[src/gsp_pkg.sv]
// Shared types, constants and helpers for the grid shortest-path step block.
`default_nettype none

package gsp_pkg;

  // Grid geometry
  localparam int GRID_SIDE  = 8;
  localparam int CRD_W      = $clog2(GRID_SIDE);
  localparam int CELL_COUNT = GRID_SIDE * GRID_SIDE;
  localparam int IDX_W      = $clog2(CELL_COUNT);

  // Field widths
  localparam int IN_CRD_W = 3;
  localparam int CNT_W    = 6;
  localparam int CFG_W    = 4;
  localparam int COST_W   = 10;
  localparam int FLAG_W   = 2;

  // Cell flag bits
  localparam int FLAG_ORE_BIT   = 0;
  localparam int FLAG_EMPTY_BIT = 1;

  // Request commands
  localparam logic CMD_LOAD  = 1'b0;
  localparam logic CMD_QUERY = 1'b1;

  // Configuration register indexes
  localparam int                 CFG_IDX_W     = 2;
  localparam logic [CFG_IDX_W-1:0] CFG_ORE_COST   = 2'd0;
  localparam logic [CFG_IDX_W-1:0] CFG_EMPTY_COST = 2'd1;
  localparam logic [CFG_IDX_W-1:0] CFG_BASE_COST  = 2'd2;

  // Configuration reset values
  localparam logic [CFG_W-1:0] ORE_COST_RST   = 4'd1;
  localparam logic [CFG_W-1:0] EMPTY_COST_RST = 4'd4;
  localparam logic [CFG_W-1:0] BASE_COST_RST  = 4'd3;

  // Neighbor directions, in sweep order
  localparam int               DIR_W   = 2;
  localparam logic [DIR_W-1:0] DIR_YP  = 2'd0;
  localparam logic [DIR_W-1:0] DIR_YM  = 2'd1;
  localparam logic [DIR_W-1:0] DIR_XP  = 2'd2;
  localparam logic [DIR_W-1:0] DIR_XM  = 2'd3;

  // Step costs as programmed
  typedef struct packed {
    logic [CFG_W-1:0] ore_cost;
    logic [CFG_W-1:0] empty_cost;
    logic [CFG_W-1:0] base_cost;
  } cost_cfg_t;

  // Relaxation verdict for one edge
  typedef struct packed {
    logic              update;
    logic [COST_W-1:0] cand;
  } relax_res_t;

  // Saturate a coordinate to the last row or column
  function automatic logic [CRD_W-1:0] clamp_coord(input logic [IN_CRD_W-1:0] c);
    logic [CRD_W-1:0] r;
    if (int'(c) >= GRID_SIDE) r = CRD_W'(GRID_SIDE - 1);
    else r = CRD_W'(c);
    return r;
  endfunction

endpackage

`default_nettype wire

[src/grid_shortest_path_step_top.sv]
// Top level of the grid shortest-path step block: sequencer, map and path stores.
// Map load: one request per cycle while no query is in flight, no result. Query: when
//   source equals target the result skips the sweep; otherwise R relaxation rounds
//   (at most MAX_ROUNDS) over the reached cells, then L backtrack steps (at most 64).
//   One relaxation unit is reused for every edge, and each store has one read port.
// Synchronous active-low reset: costs return to ore 1, empty 4, base 3; map contents stay
//   undefined until loaded; no query in flight, no result pending.
`default_nettype none

module grid_shortest_path_step_top #(
  parameter int MAX_ROUNDS = 64
) (
  input  wire logic                              clk,
  input  wire logic                              rst_n,
  // Configuration port
  input  wire logic                              cfg_we,
  input  wire logic [gsp_pkg::CFG_IDX_W-1:0]     cfg_index,
  input  wire logic [gsp_pkg::CFG_W-1:0]         cfg_wdata,
  // Request channel
  input  wire logic                              in_valid,
  output logic                                   in_stall,
  input  wire logic                              in_command,
  input  wire logic [5:0]                        in_cell_index,
  input  wire logic                              in_cell_is_ore,
  input  wire logic                              in_cell_is_empty,
  input  wire logic [gsp_pkg::IN_CRD_W-1:0]      in_source_x,
  input  wire logic [gsp_pkg::IN_CRD_W-1:0]      in_source_y,
  input  wire logic [gsp_pkg::IN_CRD_W-1:0]      in_target_x,
  input  wire logic [gsp_pkg::IN_CRD_W-1:0]      in_target_y,
  // Result channel
  output logic                                   out_valid,
  input  wire logic                              out_stall,
  output logic [gsp_pkg::IN_CRD_W-1:0]           out_next_x,
  output logic [gsp_pkg::IN_CRD_W-1:0]           out_next_y,
  output logic [gsp_pkg::CNT_W-1:0]              out_blocks_needed
);
  import gsp_pkg::*;

  localparam int RND_W = (MAX_ROUNDS > 1) ? $clog2(MAX_ROUNDS) : 1;

  typedef enum logic [2:0] {
    S_IDLE,
    S_CELL,
    S_HERE,
    S_DIR,
    S_RELAX,
    S_BT_RD,
    S_BT_CHK,
    S_FIN
  } state_t;

  state_t state_r;

  // Configuration
  cost_cfg_t cfg_r;

  // Sweep control
  logic [CRD_W-1:0]      x_r, y_r;
  logic [DIR_W-1:0]      dir_r;
  logic [RND_W-1:0]      round_r;
  logic                  changed_r;
  logic [COST_W-1:0]     here_cost_r;
  logic [CELL_COUNT-1:0] valid_r;
  logic [IDX_W-1:0]      src_r, tgt_r;

  // Backtrack control
  logic [IDX_W-1:0] cur_r;
  logic [IDX_W-1:0] bt_n_r;
  logic [CNT_W-1:0] cnt_r;

  // Pending result and output register
  logic [CRD_W-1:0] res_x_r, res_y_r;
  logic [CNT_W-1:0] res_cnt_r;
  logic             out_valid_r;
  logic [CRD_W-1:0] out_x_r, out_y_r;
  logic [CNT_W-1:0] out_cnt_r;

  // Query decode
  logic [CRD_W-1:0] sx, sy, tx, ty;
  logic [IDX_W-1:0] q_src, q_tgt;
  logic             accept, acc_load, acc_query, q_same;

  assign sx        = clamp_coord(in_source_x);
  assign sy        = clamp_coord(in_source_y);
  assign tx        = clamp_coord(in_target_x);
  assign ty        = clamp_coord(in_target_y);
  assign q_src     = {sy, sx};
  assign q_tgt     = {ty, tx};
  assign q_same    = (sx == tx) && (sy == ty);
  assign in_stall  = (state_r != S_IDLE);
  assign accept    = in_valid && !in_stall;
  assign acc_load  = accept && (in_command == CMD_LOAD);
  assign acc_query = accept && (in_command == CMD_QUERY);

  // Neighbor of the current cell in the current direction
  logic [IDX_W-1:0] here_idx, nb_idx;
  logic [CRD_W-1:0] nb_x, nb_y;
  logic             nb_ok;

  assign here_idx = {y_r, x_r};

  always_comb begin
    nb_x  = x_r;
    nb_y  = y_r;
    nb_ok = 1'b0;
    unique case (dir_r)
      DIR_YP: begin
        nb_y  = y_r + 1'b1;
        nb_ok = (y_r != CRD_W'(GRID_SIDE - 1));
      end
      DIR_YM: begin
        nb_y  = y_r - 1'b1;
        nb_ok = (y_r != '0);
      end
      DIR_XP: begin
        nb_x  = x_r + 1'b1;
        nb_ok = (x_r != CRD_W'(GRID_SIDE - 1));
      end
      DIR_XM: begin
        nb_x  = x_r - 1'b1;
        nb_ok = (x_r != '0);
      end
      default: begin
        nb_ok = 1'b0;
      end
    endcase
  end

  assign nb_idx = {nb_y, nb_x};

  // Stores
  logic [FLAG_W-1:0] flag_rdata;
  logic [COST_W-1:0] cost_rdata;
  logic [IDX_W-1:0]  pred_rdata;
  logic              flag_we, cost_we, pred_we;
  logic [IDX_W-1:0]  flag_raddr, cost_raddr, cost_waddr;
  logic [COST_W-1:0] cost_wdata;
  relax_res_t        relax;
  logic              upd_now;

  assign upd_now    = (state_r == S_RELAX) && relax.update;
  assign flag_we    = acc_load && (int'(in_cell_index) < CELL_COUNT);
  assign flag_raddr = (state_r == S_BT_RD) ? cur_r : nb_idx;
  assign cost_raddr = (state_r == S_CELL) ? here_idx : nb_idx;
  assign cost_we    = (acc_query && !q_same) || upd_now;
  assign cost_waddr = (state_r == S_IDLE) ? q_src : nb_idx;
  assign cost_wdata = (state_r == S_IDLE) ? '0 : relax.cand;
  assign pred_we    = upd_now;

  gsp_ram #(.WIDTH(FLAG_W), .DEPTH(CELL_COUNT)) u_flag_ram (
    .clk   (clk),
    .we    (flag_we),
    .waddr (IDX_W'(in_cell_index)),
    .wdata ({in_cell_is_empty, in_cell_is_ore}),
    .raddr (flag_raddr),
    .rdata (flag_rdata)
  );

  gsp_ram #(.WIDTH(COST_W), .DEPTH(CELL_COUNT)) u_cost_ram (
    .clk   (clk),
    .we    (cost_we),
    .waddr (cost_waddr),
    .wdata (cost_wdata),
    .raddr (cost_raddr),
    .rdata (cost_rdata)
  );

  gsp_ram #(.WIDTH(IDX_W), .DEPTH(CELL_COUNT)) u_pred_ram (
    .clk   (clk),
    .we    (pred_we),
    .waddr (nb_idx),
    .wdata (here_idx),
    .raddr (cur_r),
    .rdata (pred_rdata)
  );

  // Shared relaxation unit
  gsp_relax u_relax (
    .cfg         (cfg_r),
    .flags       (flag_rdata),
    .here_cost   (here_cost_r),
    .there_cost  (cost_rdata),
    .there_valid (valid_r[nb_idx]),
    .res         (relax)
  );

  // Sweep bookkeeping
  logic last_dir, last_y, last_x, last_round, changed_eff, tgt_reached;
  logic [CNT_W-1:0] cnt_new;

  assign last_dir    = (dir_r == DIR_XM);
  assign last_y      = (y_r == CRD_W'(GRID_SIDE - 1));
  assign last_x      = (x_r == CRD_W'(GRID_SIDE - 1));
  assign last_round  = (round_r == RND_W'(MAX_ROUNDS - 1));
  assign changed_eff = changed_r || upd_now;
  assign tgt_reached = valid_r[tgt_r] || (upd_now && (nb_idx == tgt_r));
  assign cnt_new     = (flag_rdata[FLAG_EMPTY_BIT] && (cnt_r != '1)) ? cnt_r + 1'b1 : cnt_r;

  // Sequencer, configuration and result registers
  always_ff @(posedge clk) begin
    if (!rst_n) begin
      state_r          <= S_IDLE;
      out_valid_r      <= 1'b0;
      valid_r          <= '0;
      changed_r        <= 1'b0;
      cfg_r.ore_cost   <= ORE_COST_RST;
      cfg_r.empty_cost <= EMPTY_COST_RST;
      cfg_r.base_cost  <= BASE_COST_RST;
    end else begin
      // Take configuration writes
      if (cfg_we) begin
        unique case (cfg_index)
          CFG_ORE_COST:   cfg_r.ore_cost   <= cfg_wdata;
          CFG_EMPTY_COST: cfg_r.empty_cost <= cfg_wdata;
          CFG_BASE_COST:  cfg_r.base_cost  <= cfg_wdata;
          default: ;
        endcase
      end

      // Drop the result once taken
      if (out_valid_r && !out_stall) begin
        out_valid_r <= 1'b0;
      end

      unique case (state_r)
        S_IDLE: begin
          if (acc_query) begin
            src_r <= q_src;
            tgt_r <= q_tgt;
            if (q_same) begin
              res_x_r   <= tx;
              res_y_r   <= ty;
              res_cnt_r <= '0;
              state_r   <= S_FIN;
            end else begin
              valid_r   <= CELL_COUNT'(1) << q_src;
              x_r       <= '0;
              y_r       <= '0;
              round_r   <= '0;
              changed_r <= 1'b0;
              state_r   <= S_CELL;
            end
          end
        end

        S_CELL: begin
          if (valid_r[here_idx]) begin
            state_r <= S_HERE;
          end else begin
            // Skip unreached cell
            if (last_y) begin
              y_r <= '0;
              x_r <= x_r + 1'b1;
            end else begin
              y_r <= y_r + 1'b1;
            end
            if (last_y && last_x) begin
              if (!changed_eff || last_round) begin
                cur_r  <= tgt_r;
                bt_n_r <= '0;
                cnt_r  <= '0;
                if (tgt_reached) begin
                  state_r <= S_BT_RD;
                end else begin
                  res_x_r   <= tgt_r[CRD_W-1:0];
                  res_y_r   <= tgt_r[IDX_W-1:CRD_W];
                  res_cnt_r <= '0;
                  state_r   <= S_FIN;
                end
              end else begin
                round_r   <= round_r + 1'b1;
                changed_r <= 1'b0;
                state_r   <= S_CELL;
              end
            end else begin
              state_r <= S_CELL;
            end
          end
        end

        S_HERE: begin
          here_cost_r <= cost_rdata;
          dir_r       <= DIR_YP;
          state_r     <= S_DIR;
        end

        S_DIR, S_RELAX: begin
          if ((state_r == S_DIR) && nb_ok) begin
            state_r <= S_RELAX;
          end else begin
            // Record the update and advance to the next direction or cell
            if (upd_now) begin
              valid_r[nb_idx] <= 1'b1;
              changed_r       <= 1'b1;
            end
            if (!last_dir) begin
              dir_r   <= dir_r + 1'b1;
              state_r <= S_DIR;
            end else begin
              if (last_y) begin
                y_r <= '0;
                x_r <= x_r + 1'b1;
              end else begin
                y_r <= y_r + 1'b1;
              end
              if (last_y && last_x) begin
                if (!changed_eff || last_round) begin
                  cur_r  <= tgt_r;
                  bt_n_r <= '0;
                  cnt_r  <= '0;
                  if (tgt_reached) begin
                    state_r <= S_BT_RD;
                  end else begin
                    res_x_r   <= tgt_r[CRD_W-1:0];
                    res_y_r   <= tgt_r[IDX_W-1:CRD_W];
                    res_cnt_r <= '0;
                    state_r   <= S_FIN;
                  end
                end else begin
                  round_r   <= round_r + 1'b1;
                  changed_r <= 1'b0;
                  state_r   <= S_CELL;
                end
              end else begin
                state_r <= S_CELL;
              end
            end
          end
        end

        S_BT_RD: begin
          state_r <= S_BT_CHK;
        end

        S_BT_CHK: begin
          // Walk one predecessor link toward the source
          if (pred_rdata == src_r) begin
            res_x_r   <= cur_r[CRD_W-1:0];
            res_y_r   <= cur_r[IDX_W-1:CRD_W];
            res_cnt_r <= cnt_new;
            state_r   <= S_FIN;
          end else if (bt_n_r == IDX_W'(CELL_COUNT - 1)) begin
            res_x_r   <= tgt_r[CRD_W-1:0];
            res_y_r   <= tgt_r[IDX_W-1:CRD_W];
            res_cnt_r <= '0;
            state_r   <= S_FIN;
          end else begin
            cur_r   <= pred_rdata;
            bt_n_r  <= bt_n_r + 1'b1;
            cnt_r   <= cnt_new;
            state_r <= S_BT_RD;
          end
        end

        S_FIN: begin
          // Hand the result to the output register once it is free
          if (!out_valid_r || !out_stall) begin
            out_x_r     <= res_x_r;
            out_y_r     <= res_y_r;
            out_cnt_r   <= res_cnt_r;
            out_valid_r <= 1'b1;
            state_r     <= S_IDLE;
          end
        end

        default: begin
          state_r <= S_IDLE;
        end
      endcase
    end
  end

  assign out_valid         = out_valid_r;
  assign out_next_x        = IN_CRD_W'(out_x_r);
  assign out_next_y        = IN_CRD_W'(out_y_r);
  assign out_blocks_needed = out_cnt_r;

endmodule

`default_nettype wire

[src/gsp_ram.sv]
// Generic single-write, single-read RAM with registered read data.
`default_nettype none

module gsp_ram #(
  parameter int WIDTH = 8,
  parameter int DEPTH = 64
) (
  input  wire logic                     clk,
  input  wire logic                     we,
  input  wire logic [$clog2(DEPTH)-1:0] waddr,
  input  wire logic [WIDTH-1:0]         wdata,
  input  wire logic [$clog2(DEPTH)-1:0] raddr,
  output logic      [WIDTH-1:0]         rdata
);

  logic [WIDTH-1:0] mem [DEPTH];

  // Write port and registered read port
  always_ff @(posedge clk) begin
    if (we) begin
      mem[waddr] <= wdata;
    end
    rdata <= mem[raddr];
  end

endmodule

`default_nettype wire

[src/gsp_relax.sv]
// Shared relaxation unit: entry cost lookup, add and compare for one edge.
`default_nettype none

module gsp_relax (
  input  wire gsp_pkg::cost_cfg_t          cfg,
  input  wire logic [gsp_pkg::FLAG_W-1:0]  flags,
  input  wire logic [gsp_pkg::COST_W-1:0]  here_cost,
  input  wire logic [gsp_pkg::COST_W-1:0]  there_cost,
  input  wire logic                        there_valid,
  output gsp_pkg::relax_res_t              res
);
  import gsp_pkg::*;

  logic [CFG_W-1:0]  step_cost;
  logic [COST_W-1:0] cand;

  // Pick the cost of entering the neighbor; ore wins over empty
  always_comb begin
    priority if (flags[FLAG_ORE_BIT]) begin
      step_cost = cfg.ore_cost;
    end else if (flags[FLAG_EMPTY_BIT]) begin
      step_cost = cfg.empty_cost;
    end else begin
      step_cost = cfg.base_cost;
    end
  end

  // Candidate cost and strict-improvement test
  assign cand       = here_cost + COST_W'(step_cost);
  assign res.cand   = cand;
  assign res.update = !there_valid || (there_cost > cand);

endmodule

`default_nettype wire
[config.mk]
export PLATFORM = sky130hd
export DESIGN_NAME = grid_shortest_path_step_top
export DESIGN_NICKNAME = d
export VERILOG_FILES = /design/src/gsp_pkg.sv /design/src/grid_shortest_path_step_top.sv /design/src/gsp_ram.sv /design/src/gsp_relax.sv
export SDC_FILE = /design/constraint.sdc
export NUM_CORES = 2
export LEC_CHECK = 0
export CORE_MARGIN = 1
export CORE_UTILIZATION = 50
export CTS_CLUSTER_SIZE = 30
export DETAILED_ROUTE_END_ITERATION = 8
export DONT_BUFFER_PORTS = 1
export PLACE_DENSITY = 0.69
export SETUP_SLACK_MARGIN = 0.2
export SLEW_MARGIN = 10
export SYNTH_ARGS = -nofsm -noshare
export SYNTH_HDL_FRONTEND = slang
export SYNTH_SLANG_ARGS = --single-unit
[constraint.sdc]
create_clock -name clk -period 5.3 [get_ports clk]
set_input_delay 0.265 -clock clk [delete_from_list [all_inputs] [get_ports clk]]
set_output_delay 0.265 -clock clk [all_outputs]
set_load 0.01 [all_outputs]
==> impl_metrics.toml <==
[logic_synthesis]
synth_edf_count = 1230
synth_area_leaders = "edfxtp_1 (66%), mux4_2 (14%), dfxtp_1 (3.5%), nor2_1 (1.8%), a21oi_1 (1.7%)"
synthCells = 3381
synth.most_common_cell = "edfxtp_1"
synth_area_um2 = 56100
async_flop_share_pct = 0
synth_top_family_by_area = "multiplexers"
synth_xor_area_share_pct = 0.7293
synth_compound_area_share_pct = 5.897
synth_cell_types = 74
synthMuxAreaShare_pct = 14.66
synth-seq-cells = 1329
ys_top_cells_by_count = "edfxtp_1 (1,230), mux4_2 (350), nor2_1 (262)"
synthesis.nets = 3443
synth_fa_ha_area_share_pct = 0.6825
synth_ff_type = "edfxtp_1"
synth_top_area_share_pct = 65.84
ys_seq_area_share_pct = 69.37
synth_top_area_cell = "edfxtp_1"
yosys_warnings = 0
synth-simple-area-share_pct = 6.704
syn_area_per_cell_um2 = 16.59

[hold_path]
hold_depth = 2
hold_path.class = "in2reg"
min_to = "u_flag_ram.mem[27][0]$_DFFE_PP_"
worstHoldStart = "in_cell_index[3]"

[placed_design]
place_congestion = 0.9185
numPortBuffers = 0
hpwl_mm = 84.60

[timing]
final.min_clock_period_ns = 4.802
relSlewSlack_pct = 10.36
hold_viol = 0
rsz0062_at_grt = "true"
fin_skew_ns = 0.04329
setup_viol = 0
worst_slew_pin_slew_ns = 1.341
fin_worst_hold_slack_ns = 0.04881
fin_crit_sh_pct = 90.61
final_max_slew_viol_count = 0
max_freq_mhz = 208.2

[critical_path]
timing.rr.end = "round_r[3]$_SDFFCE_PP0P_"
reg2reg_from = "x_r[0]$_SDFFCE_PP0P_"
path_class = "reg2reg"
cp-end-kind = "flop"
reg2reg_depth = 10
r2r_slack_ns = 0.50
arrival_ns = 5.25
path_max_fanout = 50
required_ns = 5.75
cp-start-kind = "flop"

[power]
p_leak_nw = 20.36
p_per_area_nw_per_um2 = 596.0
ir_drop_mv = 0.4683

[global_routing]
antenna_found_initial = 1
grt_usage_pct = 24.70
grt_remaining_overflow = 0
grt_pass1_vias = 31879
grt_pass1_wl_mm = 206.7
grt_max_degree = 97

[job]
max_cap_violations = 0

[drt]
drt-wirelength-per-cell_um = 27.07
drt-pass1-iter-count = 8
vias_per_cell = 6.339
vias = 32448
wirelength_mm = 138.6
postRouteAntennaNets = 0
drcViolationCount = 0
drt_iter0_drc = 3966

[final_layout]
seq_area_um2 = 38920
diodes = 0
nets = 3583
final_util_pct = 57.80
num-fill-cells = 8268
multi_input_area_um2 = 16750
layout-drive-gt1-share_pct = 24.02
syn2layout_area_growth_pct = 14.34

[floorplanning]
io_pins = 46
die_h_um = 337.0
die_x_um = 337.0
num_rows = 122
die-area_um2 = 113500
start_util_pct = 50.55
core_um2 = 111000

[clocking]
clock_sink_count = 1329
cts_tree = "yes"
htree_levels = 4
clock_path_buffers = 3
cts_buffers = 137
clk_pin_slew_ns = 0.06
root_buffer = "clkbuf_16"
insertion_delay_ns = 0.77

[outcome]
outcome = "complete, no violations"
area by class of cell:
class / count / share of cell area [%]
repair buffers: 225 / 3.094
clock buffers: 164 / 5.713
multi-input cells: 1800 / 26.12
flip-flops and latches: 1329 / 60.67
well taps: 1488 / 2.903
inverters: 28 / 0.1639
clock inverters: 85 / 1.336
placed cells by master (no fill, tap or decap), drive strengths merged, types with 25 or more instances in the layout:
master and n:
a21oi 191, xnor2 25, and2 49, nor3 147
nand3 41, o22ai 75, nor2 262, dlygate4sd3 37
clkbuf 164, nand2 245, buf 188, clkinv 55
ha 29, a311oi 37, a31oi 33, dfxtp 99
mux2i 26, a211oi 78, inv 39, edfxtp 1230
o21ai 31, mux4 350
kinds of logic (layout without fill, tap and decap cells):
logic type               after synthesis  after routing
buffers and inverters                252            502
AND/OR/NAND/NOR                      830            830
adder cells (fa/ha/maj)               30             30
AO/OA/AOI/OAI                        512            512
XOR/XNOR                              45             45
flip-flops                          1329           1329
multiplexers                         383            383
flip-flops by register name, indices dropped and copies added (netlist names), 6 cells and up:
register           cells
bt_n_r                 6
cfg_r                 12
cnt_r                  6
cur_r                  6
here_cost_r           10
out_blocks_needed      6
res_cnt_r              6
round_r                6
src_r                  6
tgt_r                  6
u_cost_ram.mem       640
u_cost_ram.rdata      10
u_flag_ram.mem       128
u_pred_ram.mem       384
u_pred_ram.rdata       6
valid_r               64
metrics by stage:
step | cell area (um^2) | total power [mW] | cells | setup slack (ns) | setup TNS, ns
after global routing | 64140 | 39.70 | 5119 | 0.1814 | 0
after floorplan | 56140 | 23.18 | 3381 | 0.09927 | 0
final | 64140 | 38.23 | 5119 | 0.4975 | 0
after detailed placement | 58730 | 28.41 | 4825 | -0.1845 | -14.72
after global placement | 58730 | 28.21 | 4825 | -0.05402 | -1.672
after CTS | 63780 | 38.10 | 5117 | 0.2140 | 0
report_power, final:
part | switching [mW] | internal (mW) | total, mW
clock | 4.07 | 5.57 | 9.64
sequential | 0.508 | 13.5 | 14.0
combinational | 9.41 | 5.18 | 14.6
worst max path at each step:
stage | start | endpoint | slack [ns] | cells past startpoint
after detailed placement | u_flag_ram.rdata[1]$_DFF_P_ | u_cost_ram.mem[56][8]$_DFFE_PP_ | -0.18 | 19
after global routing | u_flag_ram.rdata[1]$_DFF_P_ | u_pred_ram.mem[37][1]$_DFFE_PP_ | 0.18 | 19
after floorplan | x_r[1]$_SDFFCE_PP0P_ | u_cost_ram.mem[24][0]$_DFFE_PP_ | 0.1 | 16
after global placement | u_flag_ram.rdata[1]$_DFF_P_ | u_cost_ram.mem[0][3]$_DFFE_PP_ | -0.05 | 18
final | x_r[0]$_SDFFCE_PP0P_ | round_r[3]$_SDFFCE_PP0P_ | 0.50 | 10
after CTS | u_flag_ram.rdata[1]$_DFF_P_ | u_pred_ram.mem[29][2]$_DFFE_PP_ | 0.21 | 19
routing by layer:
layer	share of wire, %	track usage [%]
met5	0	0
met2	47	38.00
met3	9.6	4.837
met4	3.0	8.211
met1	40	35.54
critical path, stage by stage (launching register included):
cell      delay (ns)
edfxtp_1        0.38
buf_4           0.47
buf_4           0.65
mux4_2          0.64
mux4_2          0.55
mux4_2          0.53
and2_1          0.20
o21ai_1         0.12
o211ai_1        0.21
a21oi_1         0.42
buf_4           0.28
repair_timing:
action                     in CTS  in global routing
setup endpoints to repair     859                772
hold buffers                   39                  0
pin swaps                       4                  2
gates resized for setup        10                 93
hold endpoints to repair      221                  0
buffers inserted                4                  2
Note: power is estimated with default switching activity, not from simulation.
